--- config.mk ---
export PLATFORM = sky130hd
export DESIGN_NAME = beep_code_alert_sequencer_core
export DESIGN_NICKNAME = d
export VERILOG_FILES = /design/src/bcas_pkg.sv /design/src/beep_code_alert_sequencer_core.sv
export SDC_FILE = /design/constraint.sdc
export NUM_CORES = 1
export LEC_CHECK = 0
export BUFFER_PORTS_ARGS = -buffer_cell sky130_fd_sc_hd__buf_2
export CAP_MARGIN = 10
export CORE_UTILIZATION = 56
export DETAILED_ROUTE_END_ITERATION = 10
export MAX_ROUTING_LAYER = met4
export PLACE_DENSITY_LB_ADDON = 0.12
export SYNTH_ARGS = -nofsm -noshare
export SYNTH_HDL_FRONTEND = slang
export SYNTH_SLANG_ARGS = --single-unit
--- constraint.sdc ---
create_clock -name clk -period 5.3 [get_ports clk]
set_input_delay 0.53 -clock clk [delete_from_list [all_inputs] [get_ports clk]]
set_output_delay 0.53 -clock clk [all_outputs]
set_load 0.01 [all_outputs]
--- src/bcas_pkg.sv ---
`timescale 1ns / 1ps
`default_nettype none
// ----------------------------------------------------------------------------
// bcas_pkg
// Types, constants and small helpers for the beep-code alert sequencer.
// ----------------------------------------------------------------------------
package bcas_pkg;

    // number of units that can be reported (mask carries four bits)
    localparam int UNIT_COUNT = 4;
    localparam int UNIT_SPAN  = (UNIT_COUNT < 4) ? UNIT_COUNT : 4;
    localparam logic [3:0] UNIT_LIMIT = 4'((1 << UNIT_SPAN) - 1);

    // boot melody frequencies
    localparam logic [15:0] MELODY_HZ_0    = 16'd1046;
    localparam logic [15:0] MELODY_HZ_1    = 16'd1174;
    localparam logic [15:0] MELODY_HZ_LAST = 16'd1568;

    // event codes
    localparam logic ACT_START  = 1'b0;
    localparam logic ACT_UPDATE = 1'b1;

    // configuration register indexes
    localparam logic [2:0] REG_NOTE_MS       = 3'd0;
    localparam logic [2:0] REG_GRACE_MS      = 3'd1;
    localparam logic [2:0] REG_ALARM_HZ      = 3'd2;
    localparam logic [2:0] REG_BEEP_MS       = 3'd3;
    localparam logic [2:0] REG_BEEP_GAP_MS   = 3'd4;
    localparam logic [2:0] REG_UNIT_GAP_MS   = 3'd5;
    localparam logic [2:0] REG_REPEAT_GAP_MS = 3'd6;

    // sequencer phases
    typedef enum logic [5:0] {
        PH_BOOT       = 6'b000001,
        PH_IDLE       = 6'b000010,
        PH_TONE       = 6'b000100,
        PH_TONE_GAP   = 6'b001000,
        PH_UNIT_GAP   = 6'b010000,
        PH_REPEAT_GAP = 6'b100000
    } phase_t;

    // input word
    typedef struct packed {
        logic        action;
        logic [31:0] now_ms;
        logic [3:0]  offline_mask;
    } evt_word_t;

    // result word
    typedef struct packed {
        logic        tone_on;
        logic [15:0] tone_hz;
    } tone_word_t;

    // result of the offline unit search
    typedef struct packed {
        logic       found;
        logic [1:0] idx;
    } unit_hit_t;

    // melody note frequency, notes past the third repeat it
    function automatic logic [15:0] melody_hz(input logic [2:0] idx);
        logic [15:0] hz;
        case (idx)
            3'd0:    hz = MELODY_HZ_0;
            3'd1:    hz = MELODY_HZ_1;
            default: hz = MELODY_HZ_LAST;
        endcase
        return hz;
    endfunction

    // lowest offline unit at or above start
    function automatic unit_hit_t first_unit(input logic [3:0] mask, input logic [2:0] start);
        unit_hit_t hit;
        hit = '0;
        for (int i = 3; i >= 0; i--)
        begin
            if (mask[i] && UNIT_LIMIT[i] && (3'(i) >= start))
            begin
                hit.found = 1'b1;
                hit.idx   = 2'(i);
            end
        end
        return hit;
    endfunction

endpackage
`default_nettype wire

--- src/beep_code_alert_sequencer_core.sv ---
`timescale 1ns / 1ps
`default_nettype none
// ----------------------------------------------------------------------------
// beep_code_alert_sequencer_core
// Boot melody/offline-unit beep code sequencer; one event per unstalled cycle
// ----------------------------------------------------------------------------
//  channel | signals                          | direction | transfer
//  evt     | evt_valid, evt_stall, evt        | in        | valid & !stall
//  tone    | tone_valid, tone_stall, tone     | out       | valid & !stall
//  cfg     | cfg_valid, cfg_ready, cfg_index,  | in        | valid & ready
//          | cfg_data                         |           |
//
//  one event per cycle while tone does not stall; each result is built through
//  the input register, then next-state logic into the result register
//  evaluation uses two 32-bit wrap compares, two 4-bit searches, one 32-bit add
//  reset clears the sequencer state and loads the register defaults
//  a stall on tone holds the result register and backs up into evt_stall
//  cfg_ready is always high
// ----------------------------------------------------------------------------
module beep_code_alert_sequencer_core
    import bcas_pkg::*;
#(
    parameter int MELODY_NOTES = 3
)(
    input  wire logic        clk,
    input  wire logic        rst_n,
    input  wire logic        evt_valid,
    output logic             evt_stall,
    input  wire evt_word_t   evt,
    output logic             tone_valid,
    input  wire logic        tone_stall,
    output tone_word_t       tone,
    input  wire logic        cfg_valid,
    output logic             cfg_ready,
    input  wire logic [2:0]  cfg_index,
    input  wire logic [15:0] cfg_data
);

    localparam int NOTE_W = $clog2(MELODY_NOTES + 1);

    // configuration registers
    logic [15:0] note_ms_reg, grace_ms_reg, alarm_hz_reg, beep_ms_reg;
    logic [15:0] beep_gap_ms_reg, unit_gap_ms_reg, repeat_gap_ms_reg;

    // pipeline registers
    logic        in_valid_reg;
    evt_word_t   in_word_reg;
    logic        tone_valid_reg;
    tone_word_t  tone_word_reg;

    // sequencer state
    phase_t      phase_reg, phase_next;
    logic [31:0] deadline_reg, deadline_next;
    logic [31:0] aet_reg, aet_next;
    logic [NOTE_W-1:0] note_index_reg, note_index_next;
    logic [3:0]  active_mask_reg, active_mask_next;
    logic [1:0]  unit_index_reg, unit_index_next;
    logic [2:0]  beeps_left_reg, beeps_left_next;
    logic        sounding_reg, sounding_next;
    logic [15:0] frequency_reg, frequency_next;

    // evaluation signals
    logic        evt_fire, advance;
    logic [31:0] now, dl_diff, aet_diff, sum;
    logic [3:0]  mask;
    logic        dl_reached, aet_reached, mask_chg;
    phase_t      cur_phase;
    logic [15:0] add_dur;
    logic        dl_load, aet_load;
    logic [NOTE_W-1:0] note_inc;
    logic [3:0]  note_ext;
    logic [2:0]  beeps_dec;
    unit_hit_t   hit_first, hit_next;

    // handshakes
    assign cfg_ready  = 1'b1;
    assign advance    = in_valid_reg && (!tone_valid_reg || !tone_stall);
    assign evt_stall  = in_valid_reg && tone_valid_reg && tone_stall;
    assign evt_fire   = evt_valid && !evt_stall;
    assign tone_valid = tone_valid_reg;
    assign tone       = tone_word_reg;

    // configuration write decode
    always_ff @(posedge clk or negedge rst_n)
    begin
        if (!rst_n)
        begin
            note_ms_reg       <= 16'd250;
            grace_ms_reg      <= 16'd2000;
            alarm_hz_reg      <= 16'd1000;
            beep_ms_reg       <= 16'd120;
            beep_gap_ms_reg   <= 16'd120;
            unit_gap_ms_reg   <= 16'd500;
            repeat_gap_ms_reg <= 16'd2000;
        end
        else if (cfg_valid && cfg_ready)
        begin
            unique case (cfg_index)
                REG_NOTE_MS:       note_ms_reg       <= cfg_data;
                REG_GRACE_MS:      grace_ms_reg      <= cfg_data;
                REG_ALARM_HZ:      alarm_hz_reg      <= cfg_data;
                REG_BEEP_MS:       beep_ms_reg       <= cfg_data;
                REG_BEEP_GAP_MS:   beep_gap_ms_reg   <= cfg_data;
                REG_UNIT_GAP_MS:   unit_gap_ms_reg   <= cfg_data;
                REG_REPEAT_GAP_MS: repeat_gap_ms_reg <= cfg_data;
                default:           ;
            endcase
        end
    end

    // input word register
    always_ff @(posedge clk or negedge rst_n)
    begin
        if (!rst_n)
        begin
            in_valid_reg <= 1'b0;
        end
        else if (evt_fire)
        begin
            in_valid_reg <= 1'b1;
        end
        else if (advance)
        begin
            in_valid_reg <= 1'b0;
        end
    end

    always_ff @(posedge clk)
    begin
        if (evt_fire)
        begin
            in_word_reg <= evt;
        end
    end

    // deadline compares by wrapped signed difference
    assign now         = in_word_reg.now_ms;
    assign mask        = in_word_reg.offline_mask;
    assign dl_diff     = now - deadline_reg;
    assign aet_diff    = now - aet_reg;
    assign dl_reached  = !dl_diff[31];
    assign aet_reached = !aet_diff[31];
    assign mask_chg    = (mask != active_mask_reg);
    assign cur_phase   = mask_chg ? PH_IDLE : phase_reg;
    assign sum         = now + {16'd0, add_dur};
    assign note_inc    = note_index_reg + NOTE_W'(1);
    assign note_ext    = 4'(note_inc);
    assign beeps_dec   = (beeps_left_reg != 3'd0) ? (beeps_left_reg - 3'd1) : 3'd0;
    assign hit_first   = first_unit(mask, 3'd0);
    assign hit_next    = first_unit(mask, {1'b0, unit_index_reg} + 3'd1);

    // next state for one event
    always_comb
    begin
        phase_next       = phase_reg;
        note_index_next  = note_index_reg;
        active_mask_next = active_mask_reg;
        unit_index_next  = unit_index_reg;
        beeps_left_next  = beeps_left_reg;
        sounding_next    = sounding_reg;
        frequency_next   = frequency_reg;
        add_dur          = note_ms_reg;
        dl_load          = 1'b0;
        aet_load         = 1'b0;
        aet_next         = aet_reg;

        if (in_word_reg.action == ACT_START)
        begin
            // restart the boot melody
            phase_next       = PH_BOOT;
            dl_load          = 1'b1;
            aet_next         = 32'd0;
            note_index_next  = '0;
            active_mask_next = 4'd0;
            unit_index_next  = 2'd0;
            beeps_left_next  = 3'd0;
            frequency_next   = MELODY_HZ_0;
            sounding_next    = 1'b1;
        end
        else if (phase_reg == PH_BOOT)
        begin
            // step the melody
            if (dl_reached)
            begin
                note_index_next = note_inc;
                if (note_inc < NOTE_W'(MELODY_NOTES))
                begin
                    frequency_next = melody_hz(note_ext[2:0]);
                    sounding_next  = 1'b1;
                    dl_load        = 1'b1;
                end
                else
                begin
                    sounding_next = 1'b0;
                    phase_next    = PH_IDLE;
                    add_dur       = grace_ms_reg;
                    aet_load      = 1'b1;
                end
            end
        end
        else if (aet_reached)
        begin
            // mask change silences and restarts the report
            if (mask_chg)
            begin
                active_mask_next = mask;
                phase_next       = PH_IDLE;
                sounding_next    = 1'b0;
            end
            if (mask != 4'd0)
            begin
                if ((cur_phase == PH_IDLE) || (dl_reached && (cur_phase == PH_REPEAT_GAP)))
                begin
                    if (hit_first.found)
                    begin
                        unit_index_next = hit_first.idx;
                        beeps_left_next = {1'b0, hit_first.idx} + 3'd1;
                        frequency_next  = alarm_hz_reg;
                        sounding_next   = 1'b1;
                        phase_next      = PH_TONE;
                        add_dur         = beep_ms_reg;
                        dl_load         = 1'b1;
                    end
                end
                else if (dl_reached)
                begin
                    if (cur_phase == PH_TONE)
                    begin
                        sounding_next   = 1'b0;
                        beeps_left_next = beeps_dec;
                        dl_load         = 1'b1;
                        if (beeps_dec != 3'd0)
                        begin
                            phase_next = PH_TONE_GAP;
                            add_dur    = beep_gap_ms_reg;
                        end
                        else if (hit_next.found)
                        begin
                            unit_index_next = hit_next.idx;
                            beeps_left_next = {1'b0, hit_next.idx} + 3'd1;
                            phase_next      = PH_UNIT_GAP;
                            add_dur         = unit_gap_ms_reg;
                        end
                        else
                        begin
                            phase_next = PH_REPEAT_GAP;
                            add_dur    = repeat_gap_ms_reg;
                        end
                    end
                    else if ((cur_phase == PH_TONE_GAP) || (cur_phase == PH_UNIT_GAP))
                    begin
                        frequency_next = alarm_hz_reg;
                        sounding_next  = 1'b1;
                        phase_next     = PH_TONE;
                        add_dur        = beep_ms_reg;
                        dl_load        = 1'b1;
                    end
                end
            end
        end

        deadline_next = dl_load ? sum : deadline_reg;
        if (aet_load)
        begin
            aet_next = sum;
        end
    end

    // sequencer state registers
    always_ff @(posedge clk or negedge rst_n)
    begin
        if (!rst_n)
        begin
            phase_reg       <= PH_BOOT;
            deadline_reg    <= 32'd0;
            aet_reg         <= 32'd0;
            note_index_reg  <= '0;
            active_mask_reg <= 4'd0;
            unit_index_reg  <= 2'd0;
            beeps_left_reg  <= 3'd0;
            sounding_reg    <= 1'b0;
            frequency_reg   <= 16'd0;
        end
        else if (advance)
        begin
            phase_reg       <= phase_next;
            deadline_reg    <= deadline_next;
            aet_reg         <= aet_next;
            note_index_reg  <= note_index_next;
            active_mask_reg <= active_mask_next;
            unit_index_reg  <= unit_index_next;
            beeps_left_reg  <= beeps_left_next;
            sounding_reg    <= sounding_next;
            frequency_reg   <= frequency_next;
        end
    end

    // result register
    always_ff @(posedge clk or negedge rst_n)
    begin
        if (!rst_n)
        begin
            tone_valid_reg <= 1'b0;
        end
        else if (advance)
        begin
            tone_valid_reg <= 1'b1;
        end
        else if (!tone_stall)
        begin
            tone_valid_reg <= 1'b0;
        end
    end

    always_ff @(posedge clk)
    begin
        if (advance)
        begin
            tone_word_reg.tone_on <= sounding_next;
            tone_word_reg.tone_hz <= frequency_next;
        end
    end

`ifndef NO_ASSERTIONS
    // melody index stays inside the melody while booting
    assert property (@(posedge clk) disable iff (!rst_n)
        (phase_reg == PH_BOOT) |-> (note_index_reg < NOTE_W'(MELODY_NOTES)))
        else $error("note index past melody end in boot phase");

    // a sounding beep always has beeps left within its unit code
    assert property (@(posedge clk) disable iff (!rst_n)
        (phase_reg == PH_TONE) |-> (sounding_reg && (beeps_left_reg != 3'd0)
            && (beeps_left_reg <= ({1'b0, unit_index_reg} + 3'd1))))
        else $error("tone phase with bad beep count or silent buzzer");

    // buzzer is silent in every gap phase
    assert property (@(posedge clk) disable iff (!rst_n)
        ((phase_reg == PH_TONE_GAP) || (phase_reg == PH_UNIT_GAP)
            || (phase_reg == PH_REPEAT_GAP)) |-> !sounding_reg)
        else $error("buzzer sounding during a gap");

    // an evaluated event always lands in the result register
    assert property (@(posedge clk) disable iff (!rst_n)
        advance |=> (tone_valid_reg && (tone_word_reg.tone_on == sounding_reg)
            && (tone_word_reg.tone_hz == frequency_reg)))
        else $error("result register does not match sequencer state");
`endif

endmodule
`default_nettype wire

==> reports/metrics.cfg, run 1 <==
[final_layout]
layout_common_cells=dfrtp_1, mux2_2, buf_4
antenna_cells=0
multiInputGateArea_sq_mm=0.00712
post-route-cell-area_sq_mm=0.0174
drive_gt1_share_pct=33.2
seq_area_sq_mm=0.00698
final_common_cell=dfrtp_1
fin_nets=1600
n_fill_cell=1870
syn_to_final_growth_pct=21.7

[synth]
synth_cells=1265
avgSynthCellArea_sq_um=11.3
synth_warnings=0
synth_enable_flop_cells=54
syn_area_sq_mm=0.0143
syn_nets=1407
synth_seq_cells=266
synth_cell_type_count=81
ys.flop_type=dfrtp_1
synth_top_area_share_pct=30.3
ys_top_cells_by_area=dfrtp_1, edfxtp_1, mux2_2, dfstp_2, ha_1
ys_async_sr_fraction_pct=79.7
synth_largest_area_cell=dfrtp_1
ys_seq_area_share_pct=48.8

[global_routing]
grt_pass1_wl_mm=56.4
antenna_found_initial=0
grtUsageTotal_pct=28.2
overflow=0
first_global_vias=10500
grt_max_degree=115

[setup_path]
rr_worst_depth=23
cp-start-kind=flip-flop
r2r_start=now[3]
critPathCaptureType=flip-flop
crit_fanout=8
critPathTopFamily=compound AO/OA/AOI/OAI gates
critical_path_class=flip-flop to flip-flop
reg2reg_to=deadline_reg[29]
critPathArrivalTime_ns=5.62
crit_cells=23
max_stage_delay_ns=0.44
path_buf_inv=3
cp_cell_sequence=ha_1, a21o_1, a211o_1, a41oi_2, o41ai_4, buf_6, a211o_4, a21oi_4, nand2_4, clkbuf_16, o21ai_1, o22ai_4, ha_4, a21o_1, a21oi_2, nor2b_1, a311o_1, nor3b_2, a221oi_4, buf_12, and3_1, xor2_1, mux2_4
cpMostUsedCell=a21o_1
slowest_stage=edfxtp_1
crit_start=now[3]
worstPathRequired_ns=5.73
ff2ff_setup_slack_ns=0.11

[pwr]
swShare_pct=35.8
internal_power_uw=5400
clkPwrFrac_pct=23.9
switchingPower_uw=3010
finalPower_uw=8400
leakagePower_uw=0.00760
comb_power_share_pct=41.1
vdd_ir_drop_max_mv=0.384
pwr-share-seq_pct=35.0
powerDensity_mw_per_mm2=483

[timing]
period_share_pct=97.9
finalHoldViolCount=0
fin_crit_ns=5.19
worstMarginPinSlew_ns=1.08
setup_tns_ns=0
skew_ns=0.0264
setup_viol=0
fmax_mhz=193
maxSlewViolCount=0
slew_headroom_pct=27.8

[clock_tree]
path_clk_slew_ns=0.06
clockRootBuffer=clkbuf_16
cts_max_path_buffers=3
cts_tree=done
cts.sinks=266
htree_levels=1
numCtsBuffers=29
cts_hold_buf=0
clkLatencyLatePin_ns=0.56

[placement]
place_congestion=0.902
placed_area_sq_mm=0.0158
dp_hpwl_mm=24.2
port_buffers=79

[die]
rows=58
initial_core_util_pct=56.9
die_w_microns=162
dieArea_sq_mm=0.0262
coreArea_sq_mm=0.0251
io_pins=81
die_y_microns=162

[detailed_routing]
wl_per_cell_microns=20.2
via_count=10900
first_iter_violations=733
viasPerCell=6.00
drc_errors=0
drtAntennaViolNets=0
wl_mm=36.6
drt_first_pass_iters=6

[run_status]
outcome=finished, final reports clean

[job]
maxCapViolCount=0

[worst_hold_path]
hold_class=primary input to async pin

-- metal layers --
layer / wire length [microns] / share of wire [%] / GRT usage [%]
met1: 16700 / 46 / 39.0
met2: 17200 / 47 / 44.3
met3: 1870 / 5.1 / 3.01
met4: 830 / 2.3 / 7.63
met5: 0 / 0 / -
-- through the flow --
step	util [%]	setup slack, ns	hold WS [ns]	std cells
3_5_place_dp	62.8	-0.636	0.462	1730
5_1_grt	69.3	-0.0667	0.0897	1811
2_1_floorplan	-	0.0769	0.234	1265
3_3_place_gp	62.8	-0.596	0.455	1730
4_1_cts	66.8	0.00391	0.0762	1785
6_report	69.3	0.111	0.0285	1811
-- layout make-up --
| type | count | area share, % |
|---|---|---|
| clock buffer | 41 | 4.66 |
| clock inverter | 13 | 0.798 |
| inverter | 86 | 1.86 |
| multi-input combinational | 864 | 40.9 |
| sequential | 266 | 40.1 |
| tap | 330 | 2.37 |
| timing repair buffer | 211 | 9.31 |
-- worst reg2reg max path: stages (launching register included) --
cell and delay, ns:
edfxtp_1 0.44, ha_1 0.24, a21o_1 0.17, a211o_1 0.30
a41oi_2 0.26, o41ai_4 0.09, buf_6 0.15, a211o_4 0.38
a21oi_4 0.19, nand2_4 0.14, clkbuf_16 0.21, o21ai_1 0.27
o22ai_4 0.15, ha_4 0.26, a21o_1 0.16, a21oi_2 0.13
nor2b_1 0.05, a311o_1 0.35, nor3b_2 0.26, a221oi_4 0.11
buf_12 0.16, and3_1 0.19, xor2_1 0.15, mux2_4 0.25
-- kinds of logic after synthesis --
kind of cell	synth area share, %
compound gates	14.9
xor+xnor	2.45
fa+ha+maj	7.14
buf+inv	3.99
flops	48.8
mux	12.9
other cells	0.0262
simple gates	9.73
-- power groups by stage --
stage          registers, uW  logic, uW  clock network (uW)
4_1_cts                 2930       3140                2040
5_1_grt                 3000       3750                2120
2_1_floorplan           2890       2060                   0
6_report                2940       3450                2010
3_5_place_dp            2960       3060                   0
3_3_place_gp            2950       3000                   0
-- cells in the mapped netlist, drive strengths merged, types with 6 or more instances --
master,instances
o22ai,19
ha,80
inv,86
and3,44
o21a,6
nand2b,7
a211oi,9
a221o,6
xor2,20
edfxtp,54
clkbuf,26
o21ai,84
a21oi,56
o211ai,14
dfrtp,173
mux2,135
mux2i,29
buf,23
nor4,6
a22o,39
nand3,32
o2111ai,16
nand4,15
a21o,8
nor3,10
nand2,95
nor3b,7
nor2,33
xnor2,20
a22oi,7
dfstp,39
-- worst max path at each step --
| stage | endpoint | slack (ns) |
|---|---|---|
| final | deadline_reg[29] | 0.11 |
| after global routing | deadline_reg[29] | -0.07 |
| after CTS | deadline_reg[30] | 0.004 |
| after detailed placement | deadline_reg[29] | -0.64 |
| after global placement | deadline_reg[29] | -0.60 |
| after floorplan | deadline_reg[30] | 0.08 |
-- timing repair --
| action | 4_1_cts | 5_1_grt |
|---|---|---|
| setup endpoints to repair | 37 | 42 |
| setup buffers | 1 | 18 |
| resized for setup | 12 | 56 |
| cloned | 0 | 7 |
| pin swaps | 3 | 29 |
Power figures use the tool's default switching activity.
==> inputs of run 2 (changes only) <==
CORE_MARGIN = 8   (was default)
==> run 2 against run 1 <==
  * Clock-buffer cell count up 4
  * Setup slack better by 0.081 ns
  * Critical path depth up 1
  * Utilization up 0.065 points
  * Sequential share of layout area about the same
  * Sequential cell count unchanged
  * Maximum frequency up 1.6%
  * Clock skew down 0.013 ns
  * Die area up 18%
  * Critical path type unchanged
  * Highest routed layer unchanged
==> reports/metrics.cfg, run 2 (same netlist as run 1, synthesis figures left out) <==
[run_status]
outcome=finished, final reports clean

[clock_tree]
cts_max_path_buffers=3  ; unchanged
htree_levels=1  ; unchanged
numCtsBuffers=29  ; unchanged
cts_tree=done
cts.sinks=266  ; unchanged
path_clk_slew_ns=0.06  ; about the same
clockRootBuffer=clkbuf_16
cts_hold_buf=0  ; unchanged
clkLatencyLatePin_ns=0.55  ; about the same

[timing]
finalHoldViolCount=0  ; unchanged
skew_ns=0.0138  ; -0.0126 ns
fmax_mhz=196  ; +1.6%
period_share_pct=96.4  ; -1.5 points
rsz0062_at_grt=true
worstMarginPinSlew_ns=1.14  ; +0.0608 ns
maxSlewViolCount=0  ; unchanged
slew_headroom_pct=23.7  ; -4.1 points
holdWs_ns=0.0878  ; +0.0593 ns
setup_viol=0  ; unchanged
fin_crit_ns=5.11  ; -0.0808 ns

[final_layout]
fin_nets=1619  ; +1.2%
drive_gt1_share_pct=33.7  ; +0.47 points
multiInputGateArea_sq_mm=0.00708  ; -0.58%
syn_to_final_growth_pct=21.9  ; about the same
seq_area_sq_mm=0.00698  ; unchanged
final_common_cell=dfrtp_1
post-route-cell-area_sq_mm=0.0174  ; about the same
fin_util_pct=69.4  ; about the same
n_fill_cell=1902  ; +1.7%
antenna_cells=0  ; unchanged
post_layout_nonfiller_instances=1829  ; +0.99%
layout_common_cells=dfrtp_1, buf_4, mux2_2

[die]
initial_core_util_pct=56.9  ; unchanged
rows=58  ; unchanged
io_pins=81  ; unchanged
coreArea_sq_mm=0.0251  ; unchanged
die_y_microns=176  ; +8.7%
dieArea_sq_mm=0.0309  ; +18%
die_w_microns=176  ; +8.7%

[pwr]
vdd_ir_drop_max_mv=0.322  ; -16%
leakagePower_uw=0.00764  ; +0.63%
powerDensity_mw_per_mm2=478  ; -1.1%

[global_routing]
met3_usage_pct=3.07  ; +0.057 points
overflow=0  ; unchanged
grt-busiest-layer=met2
grtUsageTotal_pct=23.9  ; -4.3 points
first_global_vias=11000  ; +4.9%
grt_max_degree=110  ; -4.3%
grtUsageMet2_pct=38.3  ; -6.0 points
gr-usage-met1_pct=31.7  ; -7.3 points
antenna_found_initial=0  ; unchanged
grt_pass1_wl_mm=58.3  ; +3.3%

[setup_path]
critPathArrivalTime_ns=5.53  ; -0.09 ns
critical_path_class=flip-flop to flip-flop
critPathCaptureType=flip-flop
cp-start-kind=flip-flop
worstPathRequired_ns=5.72  ; about the same
crit_fanout=15  ; +7

[detailed_routing]
wl_mm=36.7  ; +0.24%
wl_per_cell_microns=20.1  ; -0.74%
viasPerCell=5.97  ; -0.47%
drc_errors=0  ; unchanged
drt_first_pass_iters=7  ; +1
via_count=10900  ; +0.52%
first_iter_violations=959  ; +31%
drtAntennaViolNets=0  ; unchanged

[placement]
placed_area_sq_mm=0.0160  ; +1.5%
place_congestion=0.937  ; +3.8%
port_buffers=79  ; unchanged
dp_hpwl_mm=25.0  ; +3.4%
post-place-cells=1756  ; +1.5%

[worst_hold_path]
hold_class=primary input to async pin

[job]
maxCapViolCount=0  ; unchanged

-- run 2: what timing repair did --
item / CTS / global route
resized for setup: 8 / 49
setup endpoints to repair: 36 / 44
gates cloned: 0 / 2
pin swaps: 3 / 36
setup buffers: 1 / 16
-- run 2: worst paths after layout --
path | startpoint | end | slack, ns | depth (start not counted)
setup / recovery | now[3] | deadline_reg[18] | 0.19 | 24
hold / removal | rst_n | aet_reg[24] | 0.09 | 1
setup reg to reg | now[3] | deadline_reg[18] | 0.19 | 24
hold reg to reg | aet_reg[0] | aet_reg[0] | 0.48 | 2
max in group asynchronous | rst_n | beep_ms_reg[9] | 4.09 | 2
min in group clk | evt[29] | now[25] | 0.16 | 1
-- run 2: worst max-delay path: stages (launching register included) --
cell and delay (ns):
edfxtp_1 0.39, buf_4 0.15, ha_1 0.18, a21o_1 0.17, a211o_1 0.30, a41oi_2 0.24
o41ai_4 0.10, buf_4 0.17, a211o_4 0.37, a21boi_2 0.18, buf_12 0.17, o2111ai_1 0.12
and3_1 0.20, o22ai_1 0.26, ha_1 0.31, buf_4 0.15, o21a_1 0.18, o21ai_0 0.15
nand2b_1 0.12, a41oi_2 0.30, o21ai_4 0.13, buf_4 0.17, nand3_1 0.09, xnor2_1 0.11
mux2_4 0.28
-- run 2: area by class of cell --
cell class                 count  share of cell area (%)
clock buffer                  45                    5.11
clock inverter                 8                   0.259
inverter                      86                    1.85
multi-input combinational    864                    40.6
sequential                   266                    40.1
tap                          330                    2.37
timing repair buffer         230                    9.71
-- run 2: power by group --
group | total (uW) | leakage, uW | internal (uW) | switching, uW
Combinational | 3410 | 0.00410 | 1580 | 1830
Clock | 1960 | 0.000466 | 1150 | 809
Sequential | 2950 | 0.00307 | 2640 | 303
-- run 2: through the flow --
step / TNS [ns] / total power [uW] / setup slack (ns)
final: 0 / 8320 / 0.191
after global routing: -0.288 / 8810 / -0.0339
after CTS: 0 / 8120 / 0.0189
after detailed placement: -9.27 / 6090 / -0.481
after global placement: -9.25 / 6020 / -0.402
after floorplan: 0 / 4960 / 0.0769
-- run 2: layer usage --
layer	part of all wire, %	up-vias
li1	-	5101
met1	45	5430
met2	47	317
met3	4.9	68
met4	2.5	0
met5	0	-
==> inputs of run 3 (changes only) <==
CORE_MARGIN = 2   (was 8)
==> run 3 against run 2 <==
  * The run now ends with hold timing left
  * Non-clock buffer count fell by 37
  * Critical path depth down 1
  * Sequential power is essentially flat
==> reports/metrics.cfg, run 3 (same netlist as run 1, synthesis figures left out) <==
[die]
die_y_microns=164  ; -6.8%
coreArea_sq_mm=0.0251  ; unchanged
rows=58  ; unchanged
dieArea_sq_mm=0.0268  ; -13%
initial_core_util_pct=56.9  ; unchanged
die_w_microns=164  ; -6.8%
io_pins=81  ; unchanged

[clock_tree]
numCtsBuffers=28  ; -3.4%
clockRootBuffer=clkbuf_16
cts_tree=done
path_clk_slew_ns=0.06  ; about the same
htree_levels=1  ; unchanged
clkLatencyLatePin_ns=0.55  ; about the same
cts_max_path_buffers=3  ; unchanged
cts.sinks=266  ; unchanged

[global_routing]
grt_max_degree=125  ; +14%
first_global_vias=10800  ; -2.2%
antenna_found_initial=0  ; unchanged
grtUsageTotal_pct=27.5  ; +3.7 points
grt_pass1_wl_mm=56.9  ; -2.3%
overflow=0  ; unchanged

[setup_path]
critPathTopFamily=compound AO/OA/AOI/OAI gates
critical_path_class=flip-flop to flip-flop
path_buf_inv=5  ; unchanged
slowest_stage=o41ai_4
cp-start-kind=flip-flop
cpMostUsedCell=buf_4
cp_cell_sequence=ha_1, nand2_1, o21ai_2, a41oi_2, o41ai_4, buf_4, a22oi_2, a21boi_4, buf_12, o2111ai_1, and3_1, o22ai_2, buf_4, ha_1, buf_4, nor2b_1, a311o_1, nor3b_2, a221oi_4, buf_12, and3_1, xor2_1, mux2_4
critPathArrivalTime_ns=5.60  ; +0.07 ns
worstPathRequired_ns=5.74  ; +0.02 ns
max_stage_delay_ns=0.54  ; +0.15 ns
crit_fanout=8  ; -7
critPathCaptureType=flip-flop

[final_layout]
layout_common_cells=dfrtp_1, mux2_2, buf_4
post_layout_nonfiller_instances=1791  ; -2.1%
syn_to_final_growth_pct=20.0
drive_gt1_share_pct=31.9  ; -1.8 points
fin_nets=1581  ; -2.3%
final_common_cell=dfrtp_1
fin_util_pct=68.3  ; -1.1 points
antenna_cells=0  ; unchanged

[job]
maxCapViolCount=0  ; unchanged

[timing]
maxSlewViolCount=0  ; unchanged
rsz0062_at_grt=true
fmax_mhz=194  ; -0.92%
period_share_pct=97.3  ; +0.89 points
fin_crit_ns=5.16  ; +0.0474 ns
skew_ns=0.00905  ; -0.00480 ns
worstMarginPinSlew_ns=1.11  ; -0.0246 ns
setup_viol=0  ; unchanged
holdWs_ns=-0.00467  ; -0.0925 ns
finalHoldViolCount=1  ; +1
setup_tns_ns=0  ; unchanged
slew_headroom_pct=25.4  ; +1.6 points

[detailed_routing]
drc_errors=0  ; unchanged
top_layer_used=met4
wl_mm=35.4  ; -3.5%
viasPerCell=5.98  ; +0.25%
drtAntennaViolNets=0  ; unchanged
wl_met3_mm=2.04  ; +14%
met2RoutedLength_mm=16.4  ; -5.9%
first_iter_violations=812  ; -15%
wl_per_cell_microns=19.8  ; -1.5%
via_count=10700  ; -1.8%
met1_length_mm=16.1  ; -3.0%
drt_first_pass_iters=5  ; -2

[worst_hold_path]
hold_class=primary input to async pin

[placement]
dp_hpwl_mm=23.8  ; -4.8%
port_buffers=79  ; unchanged
post-place-cells=1719  ; -2.1%
place_congestion=0.906  ; -3.3%

[run_status]
outcome=finished with violations
violations=hold timing

[pwr]
vdd_ir_drop_max_mv=0.474  ; +47%
leakagePower_uw=0.00750  ; -1.9%
powerDensity_mw_per_mm2=495  ; +3.6%

## run 3: final cells by class
cell class	count	area (sq um)
Fill cell	1912	7960
Multi-Input combinational cell	864	7020
Sequential cell	266	6980
Timing Repair Buffer	193	1380
Clock buffer	38	830
Tap cell	330	413
Inverter	86	323
Clock inverter	14	208
## run 3: worst paths after layout
check	depth (start not counted)	end	slack [ns]	start
worst min-delay path	1	deadline_reg[24]	-0.005	rst_n
worst max-delay path	23	deadline_reg[29]	0.14	now[2]
worst min register to register	2	aet_reg[0]	0.47	aet_reg[0]
max in group asynchronous	2	beeps_left_reg[0]	4.17	rst_n
worst max register to register	23	deadline_reg[29]	0.14	now[2]
min in group clk	1	now[23]	0.15	evt[27]
## run 3: worst register-to-register path, delay by kind of cell (launching register included)
family | cells | cell delay [ns]
multiplexers | 1 | 0.26
adder cells (fa/ha/maj) | 2 | 0.55
buffers and inverters | 5 | 0.82
AND/OR/NAND/NOR | 5 | 0.84
flip-flops | 1 | 0.41
AO/OA/AOI/OAI | 9 | 2.02
XOR/XNOR | 1 | 0.15
## run 3: repair_timing
action | CTS | global route
endpoints found under the hold margin | 0 | 0
gates resized for setup | 12 | 39
hold buffers | 0 | 0
setup endpoints to repair | 34 | 43
pin swaps | 5 | 25
cloned | 0 | 1
buffers inserted | 3 | 16
## run 3: stage by stage
step	setup WS, ns	cell area (sq um)	power [uW]
after detailed placement	-0.617	15700	6010
final	0.144	17100	8480
after global routing	-0.158	17100	8990
after CTS	0.00124	16800	8270
after global placement	-0.506	15700	5940
after floorplan	0.0769	14300	4960
## run 3: power by group
group	switching (uW)	total, uW	internal [uW]
clock network	843	2180	1340
logic	1830	3360	1540
registers	293	2940	2640
total	2960	8480	5520
## run 3: routing by layer
| layer | track usage (%) | vias up |
|---|---|---|
| met1 | 38.2 | 5297 |
| met2 | 42.8 | 323 |
| met3 | 3.59 | 69 |
| met5 | - | - |
| li1 | - | 5027 |
| met4 | 8.05 | 0 |
